`src/hw/rtl/sbbc_pkg.sv`:
```
// Shared types, widths and codes for the swept box-box collision block.
package sbbc_pkg;

	localparam int FRAC_BITS_DEF = 16;
	localparam int TIME_W = 31;
	localparam int DIST_W = 34;
	localparam int DIV_W = 64;
	localparam int SPEED_W = 32;
	localparam int PIPE_LEN = TIME_W + 1;
	localparam int FIFO_DEPTH = 4;
	localparam int FIFO_PTR_W = 2;
	localparam logic [TIME_W-1:0] TIME_MAX = {TIME_W{1'b1}};

	localparam logic [2:0] NC_NONE = 3'd0;
	localparam logic [2:0] NC_MINUS_X = 3'd1;
	localparam logic [2:0] NC_PLUS_X = 3'd2;
	localparam logic [2:0] NC_MINUS_Y = 3'd3;
	localparam logic [2:0] NC_PLUS_Y = 3'd4;

	typedef struct packed {
		logic signed [31:0] still_x;
		logic signed [31:0] still_y;
		logic [30:0] still_width;
		logic [30:0] still_height;
		logic signed [31:0] moving_x;
		logic signed [31:0] moving_y;
		logic [30:0] moving_width;
		logic [30:0] moving_height;
		logic signed [31:0] move_dx;
		logic signed [31:0] move_dy;
	} in_t;

	typedef struct packed {
		logic hit;
		logic [30:0] first_time;
		logic [30:0] last_time;
		logic [2:0] normal_code;
	} out_t;

	// Per-axis case outcome, all that the back end needs besides the quotients
	typedef struct packed {
		logic rej;
		logic has_entry;
		logic [2:0] code;
	} side_t;

	typedef struct packed {
		side_t side;
		logic [DIST_W-1:0] ent_dist;
		logic [DIST_W-1:0] ext_dist;
		logic [SPEED_W-1:0] mag;
	} axis_t;

	typedef struct packed {
		axis_t ax;
		axis_t ay;
	} work_t;

endpackage

```
`src/hw/rtl/sbbc_fifo.sv`:
```
// Short queue between the front end and the divider back end.
module sbbc_fifo (
	input logic clk,
	input logic arst_n,
	input logic push,
	input sbbc_pkg::work_t wdata,
	input logic pop,
	output logic full,
	output logic nonempty,
	output sbbc_pkg::work_t rdata
);
	import sbbc_pkg::*;

	work_t mem_q [0:FIFO_DEPTH-1];
	logic [FIFO_PTR_W-1:0] wr_ptr_q, rd_ptr_q;
	logic [FIFO_PTR_W:0] count_q;

	assign full = (count_q == (FIFO_PTR_W+1)'(FIFO_DEPTH));
	assign nonempty = (count_q != '0);
	assign rdata = mem_q[rd_ptr_q];

	// Store the incoming beat
	always_ff @(posedge clk) begin
		if (push) begin
			mem_q[wr_ptr_q] <= wdata;
		end
	end

	// Advance pointers and track fill
	always_ff @(posedge clk or negedge arst_n) begin
		if (!arst_n) begin
			wr_ptr_q <= '0;
			rd_ptr_q <= '0;
			count_q <= '0;
		end else begin
			if (push) begin
				wr_ptr_q <= wr_ptr_q + 1'b1;
			end
			if (pop) begin
				rd_ptr_q <= rd_ptr_q + 1'b1;
			end
			if (push && !pop) begin
				count_q <= count_q + 1'b1;
			end else if (pop && !push) begin
				count_q <= count_q - 1'b1;
			end
		end
	end

endmodule

```
`config.mk`:
```
export PLATFORM = sky130hd
export DESIGN_NAME = sbbc_fifo
export DESIGN_NICKNAME = d
export VERILOG_FILES = /design/src/hw/rtl/sbbc_pkg.sv /design/src/hw/rtl/sbbc_fifo.sv
export SDC_FILE = /design/constraint.sdc
export NUM_CORES = 1
export LEC_CHECK = 0
export ABC_AREA = 1
export BUFFER_PORTS_ARGS = -buffer_cell sky130_fd_sc_hd__clkbuf_2
export CAP_MARGIN = 20
export CORE_UTILIZATION = 35
export CTS_CLUSTER_SIZE = 24
export DETAILED_ROUTE_END_ITERATION = 16
export GPL_ROUTABILITY_DRIVEN = 0
export HOLD_SLACK_MARGIN = 0.1
export PLACE_DENSITY_LB_ADDON = 0.3
export SYNTH_ARGS = -nofsm -noshare
export SYNTH_HDL_FRONTEND = slang
export SYNTH_SLANG_ARGS = --single-unit
```
`constraint.sdc`:
```
create_clock -name clk -period 15.6 [get_ports clk]
set_input_delay 1.56 -clock clk [delete_from_list [all_inputs] [get_ports clk]]
set_output_delay 1.56 -clock clk [all_outputs]
set_load 0.1 [all_outputs]
```
Word level (Yosys, flattened, before mapping)
Memory sizes are Yosys's and may differ from the RTL's. Cells that the tools add are included.

Reduce and logical (&&, ||, !) cells: 6. $add $sub $neg: 4. Equality and inequality tests: 1. Mux-type cells: 4.

Operator list (number): two-way mux 3 bit (2); adder 2 x 1 -> 2 bit (second input constant) (2); adder 3 x 1 -> 3 bit (second input constant) (1); equality test 3 bit (second input constant) (1); nonzero test 3 bit (1); subtractor 3 x 1 -> 3 bit (second input constant) (1); logical AND 1 bit (2); zero test 1 bit (2); two-way mux 1 bit (2); nonzero test 2 bit (1).

Bits of input ports: 214. Bits in registers: 7. Memories kept: 1. RAM bits: 840. Output and inout bits: 212.

Memories: mem_q (depth 4, bits a word 210, rd ports 1, clocked after Yosys merged registers in 0, wr ports 1, RTL line sbbc_fifo.sv:14) `work_t mem_q [0:FIFO_DEPTH-1];`.

Depth between registers and ports, before layout
Word-level depth: 4. Depth in mapped cells: 9.

Worst setup path after synthesis
Ideal clock, no wire load.

Path type: input-to-reg. Start point: input push. End point: memory mem_q[0][0] (netlist bit), enable pin. Buffers on the path: 1. Stages: 3. Required time: 15.038 ns. Arrival: 5.908 ns. Setup slack: 9.129 ns. Setup time: 0.562 ns. Cell sequence: clkbuf_1 > nand2_1 > inv_1.

Longest elaborated chain between the ends: 2.

RTL lines: start: declaration (RTL line sbbc_fifo.sv:5) `input logic push,`; two-way mux 1 bit (RTL line sbbc_fifo.sv:24) `if (push) begin`; two-way mux 1 bit (implied by the code) (RTL line sbbc_fifo.sv:25) `mem_q[wr_ptr_q] <= wdata;`; end: declaration (RTL line sbbc_fifo.sv:14).

No other way between the ends.

==> flow_summary.yaml <==
critical_path:
  crit_type: "flip-flop to output pin"
  crit_top_cell: "buf_4"
  rrSetupSlack_ns: 12.38
  cp-start-kind: "flip-flop"
  cp_top_family: "buffers and inverters"
  endpoint_kind: "output pin"
  cp_data_required_time_ns: 14.04
  max_stage_delay_ns: 1.05
  cp_slowest_cell: "dfrtp_4"
  critPathBufInv: 4
  cp_max_fo: 115
  cp.arrival_ns: 5.32
  crit_chain: "buf_4 -> buf_4 -> buf_4 -> o211ai_1 -> nand2_1 -> clkbuf_2"
clock_network:
  cts_setup_buffers: 0
  hold_buffers: 0
  cts_tree: "yes"
  clk_latency_ns: 0.66
  clock-sinks: 847
  clockRootBuffer: "clkbuf_16"
  clockBufferDepth: 3
  cts.clk_slew.worst_paths_ns: 0.06
  numCtsBuffers: 91
  htree_num_levels: 3
  cts_resized: 0
place:
  numPortBuffers: 425
  dpl.hpwl_mm: 40.8
synthesis:
  yosys.area.top_type: "edfxtp_1"
  ys_ff_latch: 847
  syn-num-nets: 2719
  synthFlopType: "edfxtp_1"
  ys_top_cells_by_area: "edfxtp_1, o211ai_1, nand2_1, inv_1, buf_6"
  netlist-cell-type-count: 19
  syn_inst: 2499
  ys_async_sr_fraction_pct: 0.826
  syn_area_per_cell_um2: 13.5
  yosysTopAreaCellShare_pct: 74.6
  yosysWarnings: 0
  netlist_area_um2: 33800
  ys_seq_area_share_pct: 75.1
  netlist_top_cells_count: "edfxtp_1, nand2_1, inv_1, o211ai_1, buf_2"
  synth_edf_count: 840
  yosysMostFrequentCell: "edfxtp_1"
global_route:
  grt_pass1_vias: 18469
  globalRoute.totalOverflow: 0
  grt_use_total_pct: 14.2
  antenna_found_initial: 17
  grt_max_degree: 205
  grt_pass1_wl_mm: 107
route:
  drt_iter0_drc: 1003
  postRouteAntennaNets: 0
  via_per_inst: 4.57
  drc_errors: 0
  vias: 19362
  wirelength_mm: 70.4
  detail_route.first_pass.iterations: 5
  wl_per_cell_um: 16.6
timing:
  relSlewSlack_pct: 29.3
  fmax_ghz: 0.145
  skew_ns: 0.0259
  tightest_slew_ns: 1.06
  setup_viol_count_final: 0
  final_max_slew_viol_count: 0
  hold_viol: 0
  final.min_clock_period_ns: 6.88
  post-route-period-util_pct: 44.1
  grt_setup_unrepaired: "false"
  finalSetupTns_ns: 0
finish:
  final_nets: 3118
  final_core_util_pct: 41.6
  drive_gt1_share_pct: 20.5
  nFillCells: 8792
  area_delta_synth_final_pct: 17.1
die:
  initial_core_util_pct: 35.5
  io_pins: 426
  die_w_um: 313
  coreArea_um2: 95300
  die_y_um: 313
  die-area_um2: 97900
  rows: 113
flow_run:
  maxCapViolCount: 0
hold_path:
  hold_class: "flip-flop to flip-flop"
outcome:
  outcome: "completed"
[registers in the layout, summed over array words and instances, names as in the netlist]
name      count
wr_ptr_q      2
rd_ptr_q      2
mem_q       840
count_q       3
[final cells by class]
type | instances | area [um2] | area share (%)
tap | 1265 | 1580 | 4.00
antenna | 3 | 7.51 | 0.0190
multi-input combinational | 1079 | 5850 | 14.8
clock inverter | 47 | 388 | 0.979
timing repair buffer | 447 | 2300 | 5.82
inverter | 432 | 1660 | 4.19
sequential | 847 | 25400 | 64.1
clock buffer | 116 | 2410 | 6.09
[cells in the final DEF (no fill, tap or decap), types with 2 or more instances in the layout]
master / count
ha_1: 5
bufinv_16: 5
clkinv_2: 15
buf_4: 21
inv_6: 5
dfrtp_1: 5
clkinv_1: 17
clkbuf_8: 4
clkbuf_16: 91
inv_8: 5
diode_2: 3
clkbuf_2: 425
xor2_1: 3
o211ai_2: 28
dfrtp_4: 2
edfxtp_1: 840
inv_1: 427
clkinvlp_4: 3
clkbuf_1: 21
clkinv_8: 2
o211ai_1: 392
nand2_1: 644
[worst min-delay path, cell delays in order (launching register included)]
cell     delay, ns
dfrtp_1       0.34
nand2_1       0.05
nand2_1       0.05
[metrics by stage]
step                cells  cell area, um2  hold slack [ns]  setup WS, ns
floorplan            2499           33800            0.442          9.13
global placement     4070           36800            0.455          9.45
detailed placement   4070           36800            0.459          9.36
CTS                  4233           39600            0.474          8.64
global route         4235           39600            0.520          8.26
finish               4236           39600            0.468          8.72
[per-layer routing]
metal | track usage, % | wire [um] | vias to the layer above
met5 | 0 | 189 | -
met4 | 4.69 | 1580 | 28
met3 | 5.21 | 5780 | 124
met2 | 23.4 | 34000 | 440
met1 | 17.1 | 28800 | 9217
li1 | - | - | 9553
[final timing paths]
kind | to | startpoint | depth (start not counted)
worst max-delay path | rdata[41] | rd_ptr_q[0] | 6
worst min-delay path | count_q[2] | count_q[2] | 2
worst max register to register | mem_q[3][49] | wr_ptr_q[0] | 5
worst min register to register | count_q[2] | count_q[2] | 2
max in group asynchronous | rd_ptr_q[0] | arst_n | 1
min in group asynchronous | count_q[2] | arst_n | 1
[logic make-up (layout without fill, tap and decap cells)]
kind of cell	Yosys count	count (layout)	synth area share, %
flops	847	847	75.1
simple gates	648	648	7.21
buf+inv	573	1042	7.58
compound gates	421	421	9.75
fa+ha+maj	6	6	0.244
xor+xnor	4	4	0.104
other cells	0	3	0
Power is left out: the tool's default activity adds up to more than one toggle a clock period on the data nets, which glitch-free logic cannot reach.
