File: src/hw/rtl/sbbc_pkg.sv
// Shared types, widths and codes for the swept box-box collision block.
package sbbc_pkg;

	localparam int FRAC_BITS_DEF = 16;
	localparam int TIME_W = 31;
	localparam int DIST_W = 34;
	localparam int DIV_W = 64;
	localparam int SPEED_W = 32;
	localparam int PIPE_LEN = TIME_W + 1;
	localparam int FIFO_DEPTH = 4;
	localparam int FIFO_PTR_W = 2;
	localparam logic [TIME_W-1:0] TIME_MAX = {TIME_W{1'b1}};

	localparam logic [2:0] NC_NONE = 3'd0;
	localparam logic [2:0] NC_MINUS_X = 3'd1;
	localparam logic [2:0] NC_PLUS_X = 3'd2;
	localparam logic [2:0] NC_MINUS_Y = 3'd3;
	localparam logic [2:0] NC_PLUS_Y = 3'd4;

	typedef struct packed {
		logic signed [31:0] still_x;
		logic signed [31:0] still_y;
		logic [30:0] still_width;
		logic [30:0] still_height;
		logic signed [31:0] moving_x;
		logic signed [31:0] moving_y;
		logic [30:0] moving_width;
		logic [30:0] moving_height;
		logic signed [31:0] move_dx;
		logic signed [31:0] move_dy;
	} in_t;

	typedef struct packed {
		logic hit;
		logic [30:0] first_time;
		logic [30:0] last_time;
		logic [2:0] normal_code;
	} out_t;

	// Per-axis case outcome, all that the back end needs besides the quotients
	typedef struct packed {
		logic rej;
		logic has_entry;
		logic [2:0] code;
	} side_t;

	typedef struct packed {
		side_t side;
		logic [DIST_W-1:0] ent_dist;
		logic [DIST_W-1:0] ext_dist;
		logic [SPEED_W-1:0] mag;
	} axis_t;

	typedef struct packed {
		axis_t ax;
		axis_t ay;
	} work_t;

endpackage

File: src/hw/rtl/sbbc_front.sv
// Front end: edge arithmetic and left/right/overlap classification per axis.
module sbbc_front (
	input sbbc_pkg::in_t in_data,
	output sbbc_pkg::work_t work
);
	import sbbc_pkg::*;

	function automatic axis_t classify(
		input logic signed [31:0] min0, input logic [30:0] sz0,
		input logic signed [31:0] min1, input logic [30:0] sz1,
		input logic signed [31:0] spd, input logic [2:0] minus_c,
		input logic [2:0] plus_c);
		logic signed [33:0] lo0, hi0, lo1, hi1;
		logic signed [34:0] d_ent, d_ext;
		logic [32:0] neg;
		axis_t a;
		lo0 = 34'(min0);
		lo1 = 34'(min1);
		hi0 = lo0 + $signed({3'b000, sz0});
		hi1 = lo1 + $signed({3'b000, sz1});
		a.side.has_entry = 1'b0;
		a.side.code = NC_NONE;
		a.side.rej = 1'b0;
		d_ent = '0;
		if (hi1 < lo0) begin
			a.side.rej = (spd <= 0);
			a.side.has_entry = 1'b1;
			a.side.code = minus_c;
			d_ent = 35'(lo0) - 35'(hi1);
			d_ext = 35'(hi0) - 35'(lo1);
		end else if (hi0 < lo1) begin
			a.side.rej = (spd >= 0);
			a.side.has_entry = 1'b1;
			a.side.code = plus_c;
			d_ent = 35'(lo1) - 35'(hi0);
			d_ext = 35'(hi1) - 35'(lo0);
		end else if (spd >= 0) begin
			d_ext = 35'(hi0) - 35'(lo1);
		end else begin
			d_ext = 35'(hi1) - 35'(lo0);
		end
		neg = -{spd[31], spd};
		a.mag = spd[31] ? neg[31:0] : spd;
		a.ent_dist = d_ent[34] ? '0 : d_ent[DIST_W-1:0];
		a.ext_dist = d_ext[34] ? '0 : d_ext[DIST_W-1:0];
		return a;
	endfunction

	// Classify both axes side by side
	assign work.ax = classify(in_data.still_x, in_data.still_width, in_data.moving_x,
		in_data.moving_width, in_data.move_dx, NC_MINUS_X, NC_PLUS_X);
	assign work.ay = classify(in_data.still_y, in_data.still_height, in_data.moving_y,
		in_data.moving_height, in_data.move_dy, NC_MINUS_Y, NC_PLUS_Y);

endmodule

File: config.mk
export PLATFORM = sky130hd
export DESIGN_NAME = sbbc_front
export DESIGN_NICKNAME = d
export VERILOG_FILES = /design/src/hw/rtl/sbbc_pkg.sv /design/src/hw/rtl/sbbc_front.sv
export SDC_FILE = /design/constraint.sdc
export NUM_CORES = 1
export LEC_CHECK = 0
export BUFFER_PORTS_ARGS = -buffer_cell sky130_fd_sc_hd__buf_2
export CAP_MARGIN = 20
export CELL_PAD_IN_SITES_DETAIL_PLACEMENT = 0
export CELL_PAD_IN_SITES_GLOBAL_PLACEMENT = 1
export CORE_ASPECT_RATIO = 1.25
export CORE_MARGIN = 2
export CORE_UTILIZATION = 40
export DETAILED_ROUTE_END_ITERATION = 6
export PLACE_DENSITY = 0.91
export SETUP_SLACK_MARGIN = 0.4
export SYNTH_ARGS = -nofsm -noshare
export SYNTH_HDL_FRONTEND = slang
export SYNTH_SLANG_ARGS = --single-unit
File: constraint.sdc
create_clock -name vclk -period 9
set_clock_uncertainty 0.1 [all_clocks]
set_input_delay 1.8 -clock vclk [all_inputs]
set_output_delay 1.8 -clock vclk [all_outputs]
set_load 0.1 [all_outputs]
======== After elaboration in Yosys (flattened, before gate mapping) ========
Index checks and enable logic that the tools add are counted.
operators by class
  add/subtract/negate cells ............... 14
  order comparisons ....................... 8
  muxes and demuxes ....................... 20
operator list
  cell                   number
  $mux W35               10
  $mux W34               4
  $sub A32 B33 Y34       4
  $sub A33 B32 Y34       4
  $add A32 B32 Y33       4
  $lt A33 B32 Y1         4
  $ge A32 B1 Y1 const B  2
  $le A32 B1 Y1 const B  2
  $mux W32               2
  $neg A32 Y32           2
  $mux W5                4
storage, ports and cells
  bits in registers ....................... 0
  bits of input ports ..................... 316
  output and inout port bits .............. 210
  logic and storage cells ................. 42

======== Depth between registers and ports, before layout ========
Gate-level depths: netlist of run 1.
  depth in word-level cells ............... 6
  gate-level depth with buffers ........... 26
  depth with buffers taken out ............ 23

======== Least setup slack after synthesis of run 1 ========
No wires, ideal clock.
  kind .................................... input -> output
  start point ............................. in in_data[98] (netlist name)
  end point ............................... out work[202] (netlist name)
  data arrival time ....................... 9.606 ns
  data required time ...................... 7.100 ns
  slack ................................... -2.506 ns
  cell stages on the path ................. 23
  buffers on the path ..................... 3
  cell sequence ........................... ha_1 a21oi_1 o22ai_1 o41a_1 a311o_1 and2_1 a311oi_2 o21a_1 o21ai_1 xor2_1 ha_1 clkbuf_1 nand4_1 nor2_1 a22oi_1 o21ai_1 o21ai_1 o31a_1 clkbuf_1 nor2_1 clkbuf_1 a22oi_1 nor3_1
RTL lines
  item                line             RTL
  start: declaration  sbbc_front.sv:3  input sbbc_pkg::in_t in_data,
  end: declaration    sbbc_front.sv:4  output sbbc_pkg::work_t work

==> results of run 1 <==
==> cell families (layout without fill, tap and decap cells) <==
logic type / count (synthesis) / count (layout) / share of synthesized area
adder cells (fa/ha/maj): 402 / 402 / 0.217
AND/OR/NAND/NOR: 950 / 950 / 0.193
buffers and inverters: 515 / 1538 / 0.0837
XOR/XNOR: 406 / 406 / 0.151
AO/OA/AOI/OAI: 1286 / 1286 / 0.352
multiplexers: 8 / 8 / 0.00350
other: 1 / 17 / 0.000159
==> power breakdown <==
part,switching (mW),internal (mW),leakage [nW]
Sequential,0,0,0
Clock,0,0.000000179,0.0000761
Combinational,6.58,4.19,18.0
==> cell type report <==
type,instances,area (µm²)
diodes,12,30.0
fillers,4672,20400
inverters,334,1250
multi-input cells,3057,24900
well taps,757,947
repair buffers,1204,10800
==> how the worst max path moves through the flow <==
stage | cells past startpoint | slack [ns] | end | start
floorplan | 24 | 0.14 | work[139] | in_data[96]
global placement | 24 | -0.40 | work[175] | in_data[95]
detailed placement | 24 | -0.48 | work[175] | in_data[95]
CTS | 27 | 0.11 | work[152] | in_data[95]
global route | 28 | -0.18 | work[152] | in_data[98]
finish | 27 | -0.09 | work[46] | in_data[194]
==> per-layer routing <==
| metal | GRT usage | share of wire | up-vias |
|---|---|---|---|
| li1 | - | - | 14773 |
| met1 | 0.360 | 0.35 | 14981 |
| met2 | 0.617 | 0.49 | 1797 |
| met3 | 0.0263 | 0.072 | 586 |
| met4 | 0.233 | 0.086 | 4 |
| met5 | 0 | 0.00015 | - |
==> synthesized netlist by cell type (all sizes together), types with 11 or more instances <==
library cell / number / area (µm²)
a211oi: 46 / 345
a21boi: 17 / 128
a21o: 168 / 1260
a21oi: 383 / 1920
a221o: 14 / 140
a221oi: 15 / 138
a22oi: 40 / 300
a31o: 14 / 123
a31oi: 43 / 282
a41oi: 11 / 96.3
and2: 25 / 156
and3: 24 / 150
buf: 28 / 149
clkbuf: 153 / 574
fa: 12 / 240
ha: 390 / 4880
inv: 334 / 1250
nand2: 236 / 886
nand2b: 41 / 272
nand3: 46 / 230
nand4: 45 / 282
nor2: 303 / 1140
nor2b: 46 / 288
nor3: 94 / 475
o211ai: 25 / 188
o21a: 57 / 428
o21ai: 240 / 1200
o21bai: 53 / 398
o22ai: 16 / 100
o31a: 14 / 123
o31ai: 35 / 277
o41ai: 11 / 96.3
or2: 15 / 96.3
or3: 24 / 150
or4: 15 / 124
xnor2: 292 / 2560
xor2: 114 / 998
==> what timing repair did <==
item,4_1_cts,5_1_grt
gates resized for setup,267,192
cloned,5,5
buffers inserted,70,37
pin swaps,207,172
hold buffers,0,0
setup endpoints to repair,140,139
==> results.json, run 1 <==
{
  "tightest_slew_ns": 0.816,
  "placedInstanceArea_um2": 34700,
  "regArea_um2": 0,
  "syn_area_per_cell_um2": 6.62,
  "tns_ns": -0.123,
  "detailedPlace.worstSlack_ns": -0.477,
  "fin_ws_ns": -0.0899,
  "die_area_um2": 61000,
  "postRouteAntennaNets": 0,
  "syn_area_um2": 23600,
  "finalInstanceArea_um2": 38000,
  "gr-total-overflow": 0,
  "holdCritPathClass": "primary input to output port",
  "period_needed_ns": 9.09,
  "drc": 0,
  "clock_buffers": 0,
  "slowest_stage": "a211oi_4",
  "powerDensity_nw_per_um2": 284,
  "routed_wl_mm": 114,
  "slew_violations": 0,
  "vias": 32141,
  "slowest_delay_ns": 0.40,
  "routabilityCongestion": 1.04,
  "crit_arrival_ns": 7.19,
  "worst_hold_slack_ns": 3.91,
  "layout_common_cells": "577 x buf_4, 373 x buf_2, 362 x ha_1",
  "die_width_um": 221,
  "start_util": 0.405,
  "critPathLaunchType": "primary input",
  "path_max_fanout": 7,
  "grt_antenna_before_repair": 11,
  "drv_cap": 0,
  "grt_pass1_vias": 30810,
  "final-hold-violation-count": 0,
  "setup_viol_count_final": 2,
  "yosysWarnings": 0,
  "fin_util": 0.651,
  "slew_headroom": 0.442,
  "crit_type": "primary input to output port",
  "holdPathEnd": "work[105]",
  "rsz0062_at_grt": "true",
  "stdcell_count": 5364,
  "final_common_cell": "buf_4",
  "required_ns": 7.10,
  "routed_via_density": 5.99,
  "flops_and_latches": 0,
  "grt_pass1_wl_mm": 164,
  "finalPower_mw": 10.8,
  "min_path_cells": 2,
  "worst-path-buf-inv": 5,
  "wl_per_cell_um": 21.3,
  "status": "finished, violations left",
  "io_pins": 526,
  "violations": "setup timing",
  "core_um2": 58300,
  "track_usage": 0.333,
  "critPathTopFamily": "compound AO/OA/AOI/OAI gates",
  "post-place-cells": 5235,
  "postSynthCellCount": 3568,
  "min_from": "in_data[32]",
  "portBuffers": 521,
  "first_pass_iters": 6,
  "grt_max_degree": 38,
  "ys_seq_area_frac": 0,
  "ir_worst_vdd_uv": 412,
  "leakagePower_nw": 18.0,
  "layout-drive-gt1-share": 0.365,
  "ys_types": 90,
  "drt_iter0_drc": 2703,
  "fp.dieH_um": 276,
  "area_growth_pct": 60.8,
  "max_clock_freq_ghz": 0.110,
  "fin_nets": 5315,
  "finalCritPeriodShare": 1.01,
  "row_count": 99,
  "dp_hpwl_mm": 90.2,
  "worstSetupEndpointType": "output port",
  "critPathMostFrequentCell": "a31oi_4"
}
(Power assumes the default switching activity.)
==> run 2, diff against run 1 <==
BUFFER_PORTS_ARGS = unset   (was -buffer_cell sky130_fd_sc_hd__buf_2)
DONT_BUFFER_PORTS = 1   (was unset)
PLACE_DENSITY = 0.8   (was 0.91)
==> results.json, run 2 (synthesized netlist as in run 1, its figures left out) <==
{
  "ctsHoldBuffers": 0,
  "wl_per_cell_um": 22.1,
  "crit_arrival_ns": 7.15,
  "area_growth_pct": 50.9,
  "fp.dieH_um": 276,
  "flops_and_latches": 0,
  "worstSetupEndpointType": "output port",
  "routabilityCongestion": 1.01,
  "ir_worst_vdd_uv": 411,
  "row_count": 99,
  "max_clock_freq_ghz": 0.111,
  "postRouteAntennaNets": 0,
  "die_width_um": 221,
  "holdCritPathClass": "primary input to output port",
  "post-place-cells": 4767,
  "period_needed_ns": 9.05,
  "slew_violations": 0,
  "start_util": 0.405,
  "leakagePower_nw": 16.3,
  "drc": 0,
  "slew_headroom": 0.256,
  "powerDensity_nw_per_um2": 291,
  "drt_iter0_drc": 1852,
  "grt_max_degree": 38,
  "finalCritPeriodShare": 1.01,
  "drv_cap": 0,
  "routed_wl_mm": 108,
  "dp_hpwl_mm": 91.3,
  "core_um2": 58300,
  "worst_hold_slack_ns": 3.50,
  "grt_pass1_wl_mm": 157,
  "final_common_cell": "buf_4",
  "fin_ws_ns": -0.0471,
  "tightest_slew_ns": 1.12,
  "slowest_stage": "o31a_4",
  "required_ns": 7.10,
  "vias": 28946,
  "tns_ns": -0.163,
  "grt_antenna_before_repair": 5,
  "crit_type": "primary input to output port",
  "setup_viol_count_final": 10,
  "violations": "setup timing",
  "stdcell_count": 4864,
  "portBuffers": 0,
  "rsz0062_at_grt": "true",
  "final-hold-violation-count": 0,
  "clock_buffers": 0,
  "io_pins": 526,
  "routed_via_density": 5.95,
  "slowest_delay_ns": 0.42,
  "track_usage": 0.323,
  "first_pass_iters": 6,
  "die_area_um2": 61000,
  "critPathLaunchType": "primary input",
  "fin_nets": 4824,
  "regArea_um2": 0,
  "grt_pass1_vias": 27967,
  "critPathMostFrequentCell": "a21oi_4",
  "layout_common_cells": "431 x buf_4, 365 x ha_1, 329 x inv_1",
  "layout-drive-gt1-share": 0.290,
  "path_max_fanout": 7,
  "gr-total-overflow": 0,
  "status": "finished, violations left"
}
## run 2: cell count changes in the layout (fill, tap and decap cells not counted), moves of 7 or more
cell     change
xnor2_1     -57
nor2_1       +9
a21oi_1     +10
buf_6       -11
buf_16       +7
nor2_2       -7
xnor2_2     +57
diode_2      -9
buf_2      -373
buf_8       +32
buf_4      -146
## run 2: layout make-up
cell class	instances	area, µm²
Tap cell	757	947
Timing Repair Buffer	713	8370
Fill cell	5261	22700
Inverter	334	1260
Antenna cell	3	7.51
Multi-Input combinational cell	3057	25000
## run 2: critical path: cells and delay by family
family | cells | cell delay, ns
fa+ha+maj | 2 | 0.53
simple gates | 4 | 0.96
xor+xnor | 1 | 0.17
buf+inv | 4 | 0.67
compound gates | 14 | 2.98
## run 2: per-layer routing
metal / GRT usage / vias to the layer above / routed length (µm) / share of wire
met5: 0 / - / 24 / 0.00022
met4: 0.150 / 4 / 6390 / 0.059
met3: 0.0370 / 337 / 6770 / 0.063
met2: 0.607 / 1259 / 54600 / 0.51
met1: 0.363 / 13571 / 39900 / 0.37
li1: - / 13775 / - / -
## run 2: where the power goes
part | total (mW) | switching, mW | internal [mW] | leakage [nW]
sequential | 0 | 0 | 0 | 0
clock | 0.0000000449 | 0 | 0.0000000449 | 0.0000190
combinational | 10.4 | 6.31 | 4.07 | 16.3
## run 2: timing repair
action                                  in CTS  in global routing
pin swaps                                  124                117
endpoints found under the setup margin     139                136
setup buffers                               49                 38
gates cloned                                 2                  5
gates resized for setup                    158                174
## run 2: final timing paths
kind	from	end	slack (ns)	cells past startpoint
max	in_data[96]	work[147]	-0.05	25
min	in_data[32]	work[105]	3.50	0
## run 2: per-stage QoR
stage               total power [mW]  area (µm²)  worst slack (ns)   util
floorplan                       6.31       25600             0.142      -
global placement                9.54       32500            -0.356  0.556
detailed placement              9.64       33200            -0.372  0.570
CTS                             9.96       34400            0.0534  0.590
global route                    10.8       35600            -0.148  0.611
finish                          10.4       35600           -0.0471  0.611
